### src/wmps_pkg.sv
// Shared constants, register codes and inter-stage types of the weighted motif presence scorer.
// No dependencies.
package wmps_pkg;

    localparam int MAX_MOTIFS_DEF       = 4;
    localparam int MAX_MOTIF_LENGTH_DEF = 8;
    localparam int SYMBOL_BITS_DEF      = 6;

    localparam int ENTRY_SLOTS    = 4;
    localparam int CODE_STRIDE    = 6;
    localparam int CODE_BITS      = 48;
    localparam int WEIGHT_LSB     = 48;
    localparam int WEIGHT_BITS    = 16;
    localparam int SCORE_BITS     = 18;
    localparam int COUNT_BITS     = 3;
    localparam int LEN_BITS       = 4;
    localparam int CFG_DATA_BITS  = 64;
    localparam int CFG_INDEX_BITS = 3;
    localparam int IN_TDATA_BITS  = 8;
    localparam int OUT_TDATA_BITS = 32;
    localparam int OUT_USED_BITS  = SCORE_BITS + COUNT_BITS + ENTRY_SLOTS + 2;

    localparam logic [LEN_BITS-1:0]   LEN_RESET   = 4'd5;
    localparam logic [COUNT_BITS-1:0] COUNT_RESET = 3'd4;

    typedef enum logic [CFG_INDEX_BITS-1:0] {
        REG_MOTIF_LENGTH = 3'd0,
        REG_MOTIF_COUNT  = 3'd1,
        REG_ENTRY_0      = 3'd2,
        REG_ENTRY_1      = 3'd3,
        REG_ENTRY_2      = 3'd4,
        REG_ENTRY_3      = 3'd5,
        REG_THRESHOLD    = 3'd6
    } cfg_reg_t;

    // found mask of a finished sequence, matcher to scorer
    typedef struct packed {
        logic                   valid;
        logic [ENTRY_SLOTS-1:0] mask;
    } match_word_t;

endpackage

### src/weighted_motif_presence_scorer.sv
// Top level of the weighted motif presence scorer: configuration registers,
// matcher and scorer. Depends on wmps_pkg, wmps_matcher and wmps_scorer.
//
//  channel | dir | handshake          | payload
//  --------+-----+--------------------+-----------------------------------------------
//  s_      | in  | s_tvalid/s_tready  | s_tdata: symbol; s_tlast: end_of_sequence
//  m_      | out | m_tvalid/m_tready  | m_tdata: score, found_count, found_mask, ...
//  cfg_    | in  | cfg_we             | cfg_index, cfg_wdata
//
// One symbol word per cycle while s_tready is high, set by the combinational
// window compare of all motifs. The last symbol of a sequence is registered in the
// mask register, then in the result register, before the result word is valid.
// Reset clears the history, the found flags and the valid flags of both registers.
// With m_tready low the result and one finished mask are held; the input stalls only
// when both are occupied.
module weighted_motif_presence_scorer #(
    parameter int MAX_MOTIFS       = wmps_pkg::MAX_MOTIFS_DEF,
    parameter int MAX_MOTIF_LENGTH = wmps_pkg::MAX_MOTIF_LENGTH_DEF,
    parameter int SYMBOL_BITS      = wmps_pkg::SYMBOL_BITS_DEF
) (
    input  logic                                 aclk,
    input  logic                                 aresetn,
    input  logic                                 s_tvalid,
    output logic                                 s_tready,
    input  logic [wmps_pkg::IN_TDATA_BITS-1:0]   s_tdata,   // [5:0] symbol, rest zero
    input  logic                                 s_tlast,
    output logic                                 m_tvalid,
    input  logic                                 m_tready,
    // [17:0] score, [20:18] found_count, [24:21] found_mask, [25] no_motif,
    // [26] positive_class, rest zero
    output logic [wmps_pkg::OUT_TDATA_BITS-1:0]  m_tdata,
    input  logic                                 cfg_we,
    input  logic [wmps_pkg::CFG_INDEX_BITS-1:0]  cfg_index,
    input  logic [wmps_pkg::CFG_DATA_BITS-1:0]   cfg_wdata
);
    import wmps_pkg::*;

    logic [LEN_BITS-1:0]          win_len_reg;
    logic [COUNT_BITS-1:0]        motif_count_reg;
    logic [CFG_DATA_BITS-1:0]     entry_reg [MAX_MOTIFS];
    logic signed [SCORE_BITS-1:0] threshold_reg;

    logic                                   entry_we;
    logic [1:0]                             entry_sel;
    logic [MAX_MOTIFS-1:0][CODE_BITS-1:0]   codes;
    logic [ENTRY_SLOTS-1:0][WEIGHT_BITS-1:0] weights;
    match_word_t                            match_word;
    logic                                   match_ready;

    always_comb begin
        entry_we  = 1'b0;
        entry_sel = 2'(cfg_index - REG_ENTRY_0);
        case (cfg_reg_t'(cfg_index))
            REG_ENTRY_0, REG_ENTRY_1, REG_ENTRY_2, REG_ENTRY_3: begin
                entry_we = cfg_we;
            end
            default: begin
                entry_we = 1'b0;
            end
        endcase
    end

    always_ff @(posedge aclk) begin
        if (!aresetn) begin
            win_len_reg      <= LEN_RESET;
            motif_count_reg  <= COUNT_RESET;
            threshold_reg    <= '0;
            for (int k = 0; k < MAX_MOTIFS; k++) begin
                entry_reg[k] <= '0;
            end
        end else begin
            if (cfg_we && cfg_index == REG_MOTIF_LENGTH) begin
                win_len_reg <= cfg_wdata[LEN_BITS-1:0];
            end
            if (cfg_we && cfg_index == REG_MOTIF_COUNT) begin
                motif_count_reg <= cfg_wdata[COUNT_BITS-1:0];
            end
            if (cfg_we && cfg_index == REG_THRESHOLD) begin
                threshold_reg <= signed'(cfg_wdata[SCORE_BITS-1:0]);
            end
            for (int k = 0; k < MAX_MOTIFS; k++) begin
                if (entry_we && entry_sel == 2'(k)) begin
                    entry_reg[k] <= cfg_wdata;
                end
            end
        end
    end

    always_comb begin
        for (int k = 0; k < MAX_MOTIFS; k++) begin
            codes[k] = entry_reg[k][CODE_BITS-1:0];
        end
        for (int k = 0; k < ENTRY_SLOTS; k++) begin
            weights[k] = '0;
            if (k < MAX_MOTIFS) begin
                weights[k] = entry_reg[k][WEIGHT_LSB +: WEIGHT_BITS];
            end
        end
    end

    wmps_matcher #(
        .MAX_MOTIFS       (MAX_MOTIFS),
        .MAX_MOTIF_LENGTH (MAX_MOTIF_LENGTH),
        .SYMBOL_BITS      (SYMBOL_BITS)
    ) u_matcher (
        .aclk            (aclk),
        .aresetn         (aresetn),
        .s_tvalid        (s_tvalid),
        .s_tready        (s_tready),
        .symbol          (s_tdata[SYMBOL_BITS-1:0]),
        .end_of_sequence (s_tlast),
        .win_len         (win_len_reg),
        .motif_count     (motif_count_reg),
        .motif_codes     (codes),
        .dn_word         (match_word),
        .dn_ready        (match_ready)
    );

    wmps_scorer u_scorer (
        .aclk      (aclk),
        .aresetn   (aresetn),
        .up_word   (match_word),
        .up_ready  (match_ready),
        .weights   (weights),
        .threshold (threshold_reg),
        .m_tvalid  (m_tvalid),
        .m_tready  (m_tready),
        .m_tdata   (m_tdata)
    );

endmodule

### src/wmps_matcher.sv
// Symbol history, window compare against all motifs, and found-flag tracking.
// Hands the found mask of each finished sequence to the scorer. Depends on wmps_pkg.
module wmps_matcher #(
    parameter int MAX_MOTIFS       = 4,
    parameter int MAX_MOTIF_LENGTH = 8,
    parameter int SYMBOL_BITS      = 6
) (
    input  logic                                            aclk,
    input  logic                                            aresetn,
    input  logic                                            s_tvalid,
    output logic                                            s_tready,
    input  logic [SYMBOL_BITS-1:0]                          symbol,
    input  logic                                            end_of_sequence,
    input  logic [wmps_pkg::LEN_BITS-1:0]                   win_len,
    input  logic [wmps_pkg::COUNT_BITS-1:0]                 motif_count,
    input  logic [MAX_MOTIFS-1:0][wmps_pkg::CODE_BITS-1:0]  motif_codes,
    output wmps_pkg::match_word_t                           dn_word,
    input  logic                                            dn_ready
);
    import wmps_pkg::*;

    localparam int HIST_DEPTH = (MAX_MOTIF_LENGTH > 1) ? MAX_MOTIF_LENGTH - 1 : 1;
    localparam int SEEN_BITS  = $clog2(MAX_MOTIF_LENGTH + 1);

    logic [SYMBOL_BITS-1:0] hist_reg  [HIST_DEPTH];
    logic [SYMBOL_BITS-1:0] hist_next [HIST_DEPTH];
    logic [SYMBOL_BITS-1:0] window    [MAX_MOTIF_LENGTH];
    logic [SEEN_BITS-1:0]   seen_reg, seen_next;
    logic [MAX_MOTIFS-1:0]  flags_reg, flags_next;
    logic [MAX_MOTIFS-1:0]  hit;
    logic                   out_valid_reg, out_valid_next;
    logic [ENTRY_SLOTS-1:0] out_mask_reg, out_mask_next;
    logic [LEN_BITS-1:0]    len_eff;
    logic [COUNT_BITS-1:0]  cnt_eff;
    logic                   enough;
    logic                   accept;

    assign s_tready = !out_valid_reg || dn_ready;
    assign accept   = s_tvalid && s_tready;

    assign len_eff = (win_len > LEN_BITS'(MAX_MOTIF_LENGTH)) ?
                     LEN_BITS'(MAX_MOTIF_LENGTH) : win_len;
    assign cnt_eff = (motif_count > COUNT_BITS'(MAX_MOTIFS)) ?
                     COUNT_BITS'(MAX_MOTIFS) : motif_count;
    assign enough  = ({1'b0, seen_reg} + (SEEN_BITS+1)'(1)) >= (SEEN_BITS+1)'(len_eff);

    always_comb begin
        window[0] = symbol;
        for (int i = 1; i < MAX_MOTIF_LENGTH; i++) begin
            window[i] = hist_reg[i-1];
        end
    end

    // every motif length is checked in parallel, then the configured one is picked
    always_comb begin
        logic m;
        logic sel;
        for (int k = 0; k < MAX_MOTIFS; k++) begin
            sel = 1'b0;
            for (int l = 1; l <= MAX_MOTIF_LENGTH; l++) begin
                m = 1'b1;
                for (int j = 0; j < l; j++) begin
                    if (window[l-1-j] != motif_codes[k][CODE_STRIDE*j +: SYMBOL_BITS]) begin
                        m = 1'b0;
                    end
                end
                if (len_eff == LEN_BITS'(l)) begin
                    sel = m;
                end
            end
            if (COUNT_BITS'(k) >= cnt_eff) begin
                hit[k] = 1'b0;
            end else if (len_eff == '0) begin
                hit[k] = end_of_sequence;
            end else begin
                hit[k] = enough && sel;
            end
        end
    end

    always_comb begin
        hist_next      = hist_reg;
        seen_next      = seen_reg;
        flags_next     = flags_reg;
        out_mask_next  = out_mask_reg;
        out_valid_next = out_valid_reg && !dn_ready;
        if (accept) begin
            if (end_of_sequence) begin
                out_valid_next = 1'b1;
                out_mask_next  = ENTRY_SLOTS'(flags_reg | hit);
                flags_next     = '0;
                seen_next      = '0;
                for (int i = 0; i < HIST_DEPTH; i++) begin
                    hist_next[i] = '0;
                end
            end else begin
                flags_next   = flags_reg | hit;
                hist_next[0] = symbol;
                for (int i = 1; i < HIST_DEPTH; i++) begin
                    hist_next[i] = hist_reg[i-1];
                end
                if (seen_reg < SEEN_BITS'(MAX_MOTIF_LENGTH)) begin
                    seen_next = seen_reg + SEEN_BITS'(1);
                end
            end
        end
    end

    always_ff @(posedge aclk) begin
        if (!aresetn) begin
            for (int i = 0; i < HIST_DEPTH; i++) begin
                hist_reg[i] <= '0;
            end
            seen_reg      <= '0;
            flags_reg     <= '0;
            out_valid_reg <= 1'b0;
        end else begin
            hist_reg      <= hist_next;
            seen_reg      <= seen_next;
            flags_reg     <= flags_next;
            out_valid_reg <= out_valid_next;
        end
    end

    always_ff @(posedge aclk) begin
        out_mask_reg <= out_mask_next;
    end

    assign dn_word.valid = out_valid_reg;
    assign dn_word.mask  = out_mask_reg;

endmodule

### src/wmps_scorer.sv
// Weight sum, motif count, flags and threshold compare, into the output register.
// Fed by wmps_matcher; depends on wmps_pkg.
module wmps_scorer (
    input  logic                                                 aclk,
    input  logic                                                 aresetn,
    input  wmps_pkg::match_word_t                                up_word,
    output logic                                                 up_ready,
    input  logic [wmps_pkg::ENTRY_SLOTS-1:0][wmps_pkg::WEIGHT_BITS-1:0] weights,
    input  logic signed [wmps_pkg::SCORE_BITS-1:0]               threshold,
    output logic                                                 m_tvalid,
    input  logic                                                 m_tready,
    output logic [wmps_pkg::OUT_TDATA_BITS-1:0]                  m_tdata
);
    import wmps_pkg::*;

    logic                         m_tvalid_reg, m_tvalid_next;
    logic signed [SCORE_BITS-1:0] score_reg, score_next;
    logic [COUNT_BITS-1:0]        count_reg, count_next;
    logic [ENTRY_SLOTS-1:0]       mask_reg;
    logic                         none_reg, pos_reg;
    logic                         load;

    assign up_ready = !m_tvalid_reg || m_tready;
    assign load     = up_word.valid && up_ready;

    always_comb begin
        score_next = '0;
        count_next = '0;
        for (int k = 0; k < ENTRY_SLOTS; k++) begin
            if (up_word.mask[k]) begin
                score_next = score_next + SCORE_BITS'(signed'(weights[k]));
                count_next = count_next + COUNT_BITS'(1);
            end
        end
    end

    always_comb begin
        m_tvalid_next = m_tvalid_reg && !m_tready;
        if (load) begin
            m_tvalid_next = 1'b1;
        end
    end

    always_ff @(posedge aclk) begin
        if (!aresetn) begin
            m_tvalid_reg <= 1'b0;
        end else begin
            m_tvalid_reg <= m_tvalid_next;
        end
    end

    always_ff @(posedge aclk) begin
        if (load) begin
            score_reg <= score_next;
            count_reg <= count_next;
            mask_reg  <= up_word.mask;
            none_reg  <= (count_next == '0);
            pos_reg   <= (score_next > threshold);
        end
    end

    assign m_tvalid = m_tvalid_reg;
    assign m_tdata  = {(OUT_TDATA_BITS-OUT_USED_BITS)'(0), pos_reg, none_reg, mask_reg,
                       count_reg, score_reg};

endmodule
### config.mk
export PLATFORM = sky130hd
export DESIGN_NAME = weighted_motif_presence_scorer
export DESIGN_NICKNAME = d
export VERILOG_FILES = /design/src/wmps_pkg.sv /design/src/weighted_motif_presence_scorer.sv /design/src/wmps_matcher.sv /design/src/wmps_scorer.sv
export SDC_FILE = /design/constraint.sdc
export NUM_CORES = 1
export LEC_CHECK = 0
export ABC_AREA = 1
export ABC_CLOCK_PERIOD_IN_PS = 7320
export BUFFER_PORTS_ARGS = -buffer_cell sky130_fd_sc_hd__buf_4
export CORE_MARGIN = 2
export CORE_UTILIZATION = 40
export CTS_BUF_LIST = sky130_fd_sc_hd__clkbuf_8
export CTS_CLUSTER_SIZE = 24
export DETAILED_ROUTE_END_ITERATION = 8
export SYNTH_ARGS = -nofsm -noshare
export SYNTH_HDL_FRONTEND = slang
export SYNTH_SLANG_ARGS = --single-unit
### constraint.sdc
create_clock -name aclk -period 7.32 [get_ports aclk]
set_clock_uncertainty 0.15 [all_clocks]
set_input_delay 0.366 -clock aclk [delete_from_list [all_inputs] [get_ports aclk]]
set_output_delay 0.366 -clock aclk [all_outputs]
set_load 0.05 [all_outputs]
After elaboration in Yosys (flattened, before gate mapping)
Memories as Yosys holds them, arrays and structs flattened.
Cells that the tools add are included.
{"block": "word_totals", "ff_bits": 108, "in_bits": 81, "ram_bits": 256, "n_memories": 1}
{"block": "op_classes", "n_eq_ne": 161, "reduce_logical": 29, "n_mux": 219, "n_addsub": 9, "n_bitwise": 5, "order_cmp": 9}
{"memory": "entry_reg", "depth": 4, "width": 64, "rd": 4, "rd_ports_with_merged_regs": 0, "wr": 4, "line": "weighted_motif_presence_scorer.sv:40", "rtl": "logic [CFG_DATA_BITS-1:0] entry_reg [MAX_MOTIFS];"}
{"operator": "inequality test 6 bit", "n": 144}
{"operator": "two-way mux 64 bit", "n": 4}
{"operator": "two-way mux 1 bit", "n": 202}
{"operator": "two-way mux 18 bit", "n": 4}
{"operator": "adder 18 x 16 -> 18 bit", "n": 3}
{"operator": "two-way mux 42 bit", "n": 1}
{"operator": "greater-than comparator 18 bit", "n": 1}
{"operator": "== test 4 x 3 -> 1 bit, second input constant", "n": 4}
{"operator": "two-way mux 4 bit", "n": 4}
{"operator": "logical AND 1 bit", "n": 15}
{"operator": "two-way mux 3 bit", "n": 4}
{"operator": "== test 3 bit, second input constant", "n": 3}
{"operator": "== test 4 x 2 -> 1 bit, second input constant", "n": 2}
{"operator": "adder 3 x 1 -> 3 bit, second input constant", "n": 2}
{"operator": "== test 3 x 2 -> 1 bit, second input constant", "n": 2}
{"operator": "greater-or-equal comparator 1 x 3 -> 1 bit, first input constant", "n": 2}
{"operator": "greater-or-equal comparator 2 x 3 -> 1 bit, first input constant", "n": 2}
{"operator": "zero test 3 bit", "n": 2}
{"operator": "adder 4 x 1 -> 5 bit, second input constant", "n": 1}
{"operator": "greater-or-equal comparator 5 x 4 -> 1 bit", "n": 1}
{"operator": "adder 4 x 1 -> 4 bit, second input constant", "n": 1}
{"operator": "== test 2 bit, second input constant", "n": 2}
{"operator": "== test 4 x 1 -> 1 bit, second input constant", "n": 1}
{"operator": "== test 4 bit, second input constant", "n": 1}
{"operator": "16 further kinds", "n": 24}

Longest topological paths before layout
{"block": "logic_depth", "ltp_word": 16, "ltp_mapped": 42, "ltp_nobuf": 41}

Modules after synthesis
Synthesis repeated with hierarchy kept, for this count alone.
{"block": "unflattened", "hier_cells": 3987, "area_unflattened_um2": 29425.7}
{"mod": "wmps_matcher", "area_per_inst_um2": 14413.8, "n_inst": 1, "cells_each": 2478}
{"mod": "weighted_motif_presence_scorer", "area_per_inst_um2": 10070.9, "n_inst": 1, "cells_each": 757}
{"mod": "wmps_scorer", "area_per_inst_um2": 4941.0, "n_inst": 1, "cells_each": 752}

Least setup slack after synthesis
OpenSTA, ideal clock, no wires.
{"block": "synth_path", "path_type": "in2reg", "start": "input cfg_we", "end": "memory entry_reg[1][0], enable pin", "setup_slack_ps": 1221, "required_ps": 6589, "cell_stages": 4, "arrival_ps": 5368, "setup_time_ps": 581, "cell_sequence": "inv_1 nor2_1 inv_1 o31ai_1"}
{"item": "start, declared", "line": "weighted_motif_presence_scorer.sv:32", "rtl": "input logic cfg_we,"}
{"item": "end, declared", "line": "weighted_motif_presence_scorer.sv:40"}

Final worst setup path
{"block": "layout_path", "start": "register u_matcher.out_mask_reg[0]", "end": "register u_scorer.pos_reg (data pin)"}
{"block": "layout_between", "elab_chain_len": 8}
{"item": "start, declared", "line": "wmps_matcher.sv:32", "rtl": "logic [ENTRY_SLOTS-1:0] out_mask_reg, out_mask_next;"}
{"item": "start signal, assigned", "line": "wmps_matcher.sv:126", "rtl": "out_mask_reg <= out_mask_next;"}
{"item": "two-way mux 18 bit (*)", "line": "wmps_scorer.sv:30", "rtl": "if (up_word.mask[k]) begin"}
{"item": "adder 18 x 16 -> 18 bit", "line": "wmps_scorer.sv:31", "rtl": "score_next = score_next + SCORE_BITS'(signed'(weights[k]));"}
{"item": "two-way mux 18 bit (*)", "line": "wmps_scorer.sv:30"}
{"item": "adder 18 x 16 -> 18 bit", "line": "wmps_scorer.sv:31"}
{"item": "two-way mux 18 bit (*)", "line": "wmps_scorer.sv:30"}
{"item": "adder 18 x 16 -> 18 bit", "line": "wmps_scorer.sv:31"}
{"item": "two-way mux 18 bit (*)", "line": "wmps_scorer.sv:30"}
{"item": "named net u_scorer.score_next[17]", "line": "wmps_scorer.sv:17", "rtl": "logic signed [SCORE_BITS-1:0] score_reg, score_next;"}
{"item": "greater-than comparator 18 bit (*)", "line": "wmps_scorer.sv:58", "rtl": "pos_reg <= (score_next > threshold);"}
{"item": "end signal, assigned", "line": "wmps_scorer.sv:58"}
{"item": "end, declared", "line": "wmps_scorer.sv:20", "rtl": "logic none_reg, pos_reg;"}
Mark *: on every way through the listed nets, which the timed path passes. The rest lies on a longest branch.
A chain may end at the register's enable or synchronous reset.

==> flow_metrics.tcl <==
set metrics [dict create \
    status "completed" \
    wl_per_cell_um 27.1 \
    final.setup.tns_ps 0 \
    post-route-period-util 0.903 \
    min-delay-start "cfg_wdata[11]" \
    slowest_delay_ps 580 \
    crit_path_end_kind "register" \
    synth_top_flop_cell "edfxtp_1" \
    numCtsBuffers 69 \
    grt_antenna_before_repair 5 \
    r2r_setup_slack_ps 710 \
    drv_cap 0 \
    setup-violations-final 0 \
    nets 4123 \
    irDropWorstVdd_mv 0.123 \
    synth_cells 3938 \
    total_leakage_power_uw 0.0138 \
    fmax_mhz 151 \
    hold_path_class "primary input to register" \
    io_buffers 107 \
    routed_wl_mm 135 \
    drive_gt1_frac 0.0877 \
    critPathSlowestCell "edfxtp_1" \
    die_area_mm2 0.0748 \
    pin_count 115 \
    relSlewSlack 0.165 \
    grt_max_degree 89 \
    clock_sinks 364 \
    r2r-start "u_matcher.out_mask_reg[0]$_DFFE_PP_" \
    gr-usage-all-layers 0.354 \
    dp_hpwl_mm 90.2 \
    syn2layout_area_growth_pct 9.91 \
    largest_reg_flops 256 \
    worstSetupStartpoint "u_matcher.out_mask_reg[0]$_DFFE_PP_" \
    drtAntennaViolNets 0 \
    rr_endpoint "u_scorer.pos_reg$_DFFE_PP_" \
    period_minus_slack_ps 6610 \
    fin_area_mm2 0.0319 \
    core_area_mm2 0.0717 \
    cts_root_buffer "clkbuf_8" \
    synth_area_mm2 0.0290 \
    cts_resized 0 \
    grt-ovfl-total 0 \
    powerDensity_mw_per_mm2 197 \
    rows 98 \
    path_class "register to register" \
    crit_path_end "u_scorer.pos_reg$_DFFE_PP_" \
    finalNonFillerCells 4965 \
    gp_congestion 1.05 \
    ys_async_sr_fraction 0 \
    cts_tree "built" \
    synth.distinct_cells 58 \
    placed_cell_area_mm2 0.0300 \
    hold_ws_ps 21.4 \
    cp.arrival_ps 6900 \
    synth-edff-count 287 \
    cts_buffer_depth 3 \
    yosysWarningCount 0 \
    path_max_fanout 10 \
    cts_setup_buffers 0 \
    die_w_um 273 \
    worstPathRequired_ps 7610 \
    dr.pass1.iters 8 \
    grt_first_pass_wirelength_mm 190 \
    die_h_um 273 \
    clk_latency_ps 720 \
    h-tree-depth 3 \
    drt_drc_violations_left 0 \
    setup_slack_ps 708 \
    drv_slew 0 \
    startpoint_type "register" \
    start_util 0.405 \
    dp_slack_ps 754 \
    worstMarginPinSlew_ps 1250 \
    grt_pass1_vias 26900 \
    reg2regPathDepth 39 \
    via_per_inst 5.78 \
    synth.avg_cell_area_um2 7.37 \
    rsz0062_at_grt "no" \
    num_vias 28700 \
    dp.cells 4780 \
    synth.yosys.seq_area_share 0.350 \
    ys_ff_latch 364 \
    hold_viol 0 \
    path_common_cell "nand2_1" \
    clk_pin_slew_ps 60 \
    drt_iter0_drc 3933 \
    hold_buffers 64 \
]
==> routing by layer <==
metal	track usage	share of wire
met3	0.0868	0.11
met4	0.216	0.073
met2	0.535	0.42
met5	0	0.00029
met1	0.456	0.39
==> how the worst min path moves through the flow <==
stage / endpoint / slack [ps] / depth (start not counted)
CTS: threshold_reg[11]$_SDFFE_PN0P_ / 3 / 3
global placement: u_matcher.flags_reg[0]$_SDFFE_PN0P_ / 310 / 2
global route: threshold_reg[17]$_SDFFE_PN0P_ / 40 / 3
floorplan: u_scorer.mask_reg[2]$_DFFE_PP_ / 270 / 0
detailed placement: u_matcher.flags_reg[0]$_SDFFE_PN0P_ / 320 / 2
finish: threshold_reg[11]$_SDFFE_PN0P_ / 20 / 3
==> report_power, final <==
part,switching [uW],total (uW),internal [uW]
registers,240,2610,2370
clock network,976,2000,1020
logic,1110,1690,578
total,2330,6300,3970
==> cell usage in the layout, fill, tap and decap left out, types with 103 or more instances in the layout <==
master	n
xnor2_1	213
buf_4	163
xor2_1	280
nor2_1	575
inv_1	346
nand3_1	130
edfxtp_1	287
a21oi_1	139
nand4_1	146
nor3_1	103
nand2_1	961
==> through the flow <==
step	power (uW)	utilization
2_1_floorplan	3700	-
3_3_place_gp	4230	0.418
3_5_place_dp	4240	0.418
4_1_cts	6270	0.445
5_1_grt	6540	0.445
6_report	6300	0.445
==> cell type report <==
class	instances	area (um^2)
diodes	2	5.00
clock buffers	72	991
clock inverters	47	317
fillers	7380	39800
inverters	349	1320
multi-input cells	2954	16100
flip-flops and latches	364	10200
well taps	950	1190
repair buffers	227	1860
==> worst max-delay path: cells and delay by family (launching register included) <==
kind | cells | cell delay, ps
and+or+nand+nor | 20 | 2180
adders and majority gates | 5 | 1720
AOI/OAI and AO/OA | 9 | 1320
DFF | 1 | 580
buffers and inverters | 4 | 230
xor gates and xnor gates | 1 | 160
==> synth_stat cells (all sizes together) (2+ instances only) <==
| master | number | area share |
|---|---|---|
| a211oi | 44 | 0.011 |
| a21boi | 2 | 0.00052 |
| a21o | 7 | 0.0018 |
| a21oi | 144 | 0.025 |
| a31oi | 2 | 0.00043 |
| and2 | 3 | 0.00065 |
| buf | 197 | 0.044 |
| clkbuf | 78 | 0.010 |
| clkinv | 3 | 0.00043 |
| dfxtp | 77 | 0.053 |
| edfxtp | 287 | 0.30 |
| fa | 3 | 0.0021 |
| ha | 74 | 0.032 |
| inv | 346 | 0.045 |
| nand2 | 971 | 0.13 |
| nand3 | 136 | 0.024 |
| nand3b | 8 | 0.0025 |
| nand4 | 146 | 0.031 |
| nor2 | 578 | 0.075 |
| nor3 | 106 | 0.019 |
| nor4 | 12 | 0.0026 |
| o211ai | 3 | 0.00095 |
| o21a | 3 | 0.00078 |
| o21ai | 112 | 0.021 |
| o22ai | 63 | 0.014 |
| o31ai | 4 | 0.0010 |
| or2 | 28 | 0.0060 |
| xnor2 | 213 | 0.064 |
| xor2 | 281 | 0.085 |
==> cell families after synthesis <==
group / synth area share
flops: 0.350
other cells: 0.000129
fa+ha+maj: 0.0340
mux: 0.000776
simple gates: 0.288
compound gates: 0.0779
xor+xnor: 0.149
buf+inv: 0.0997
Power figures use the tool's default switching activity.
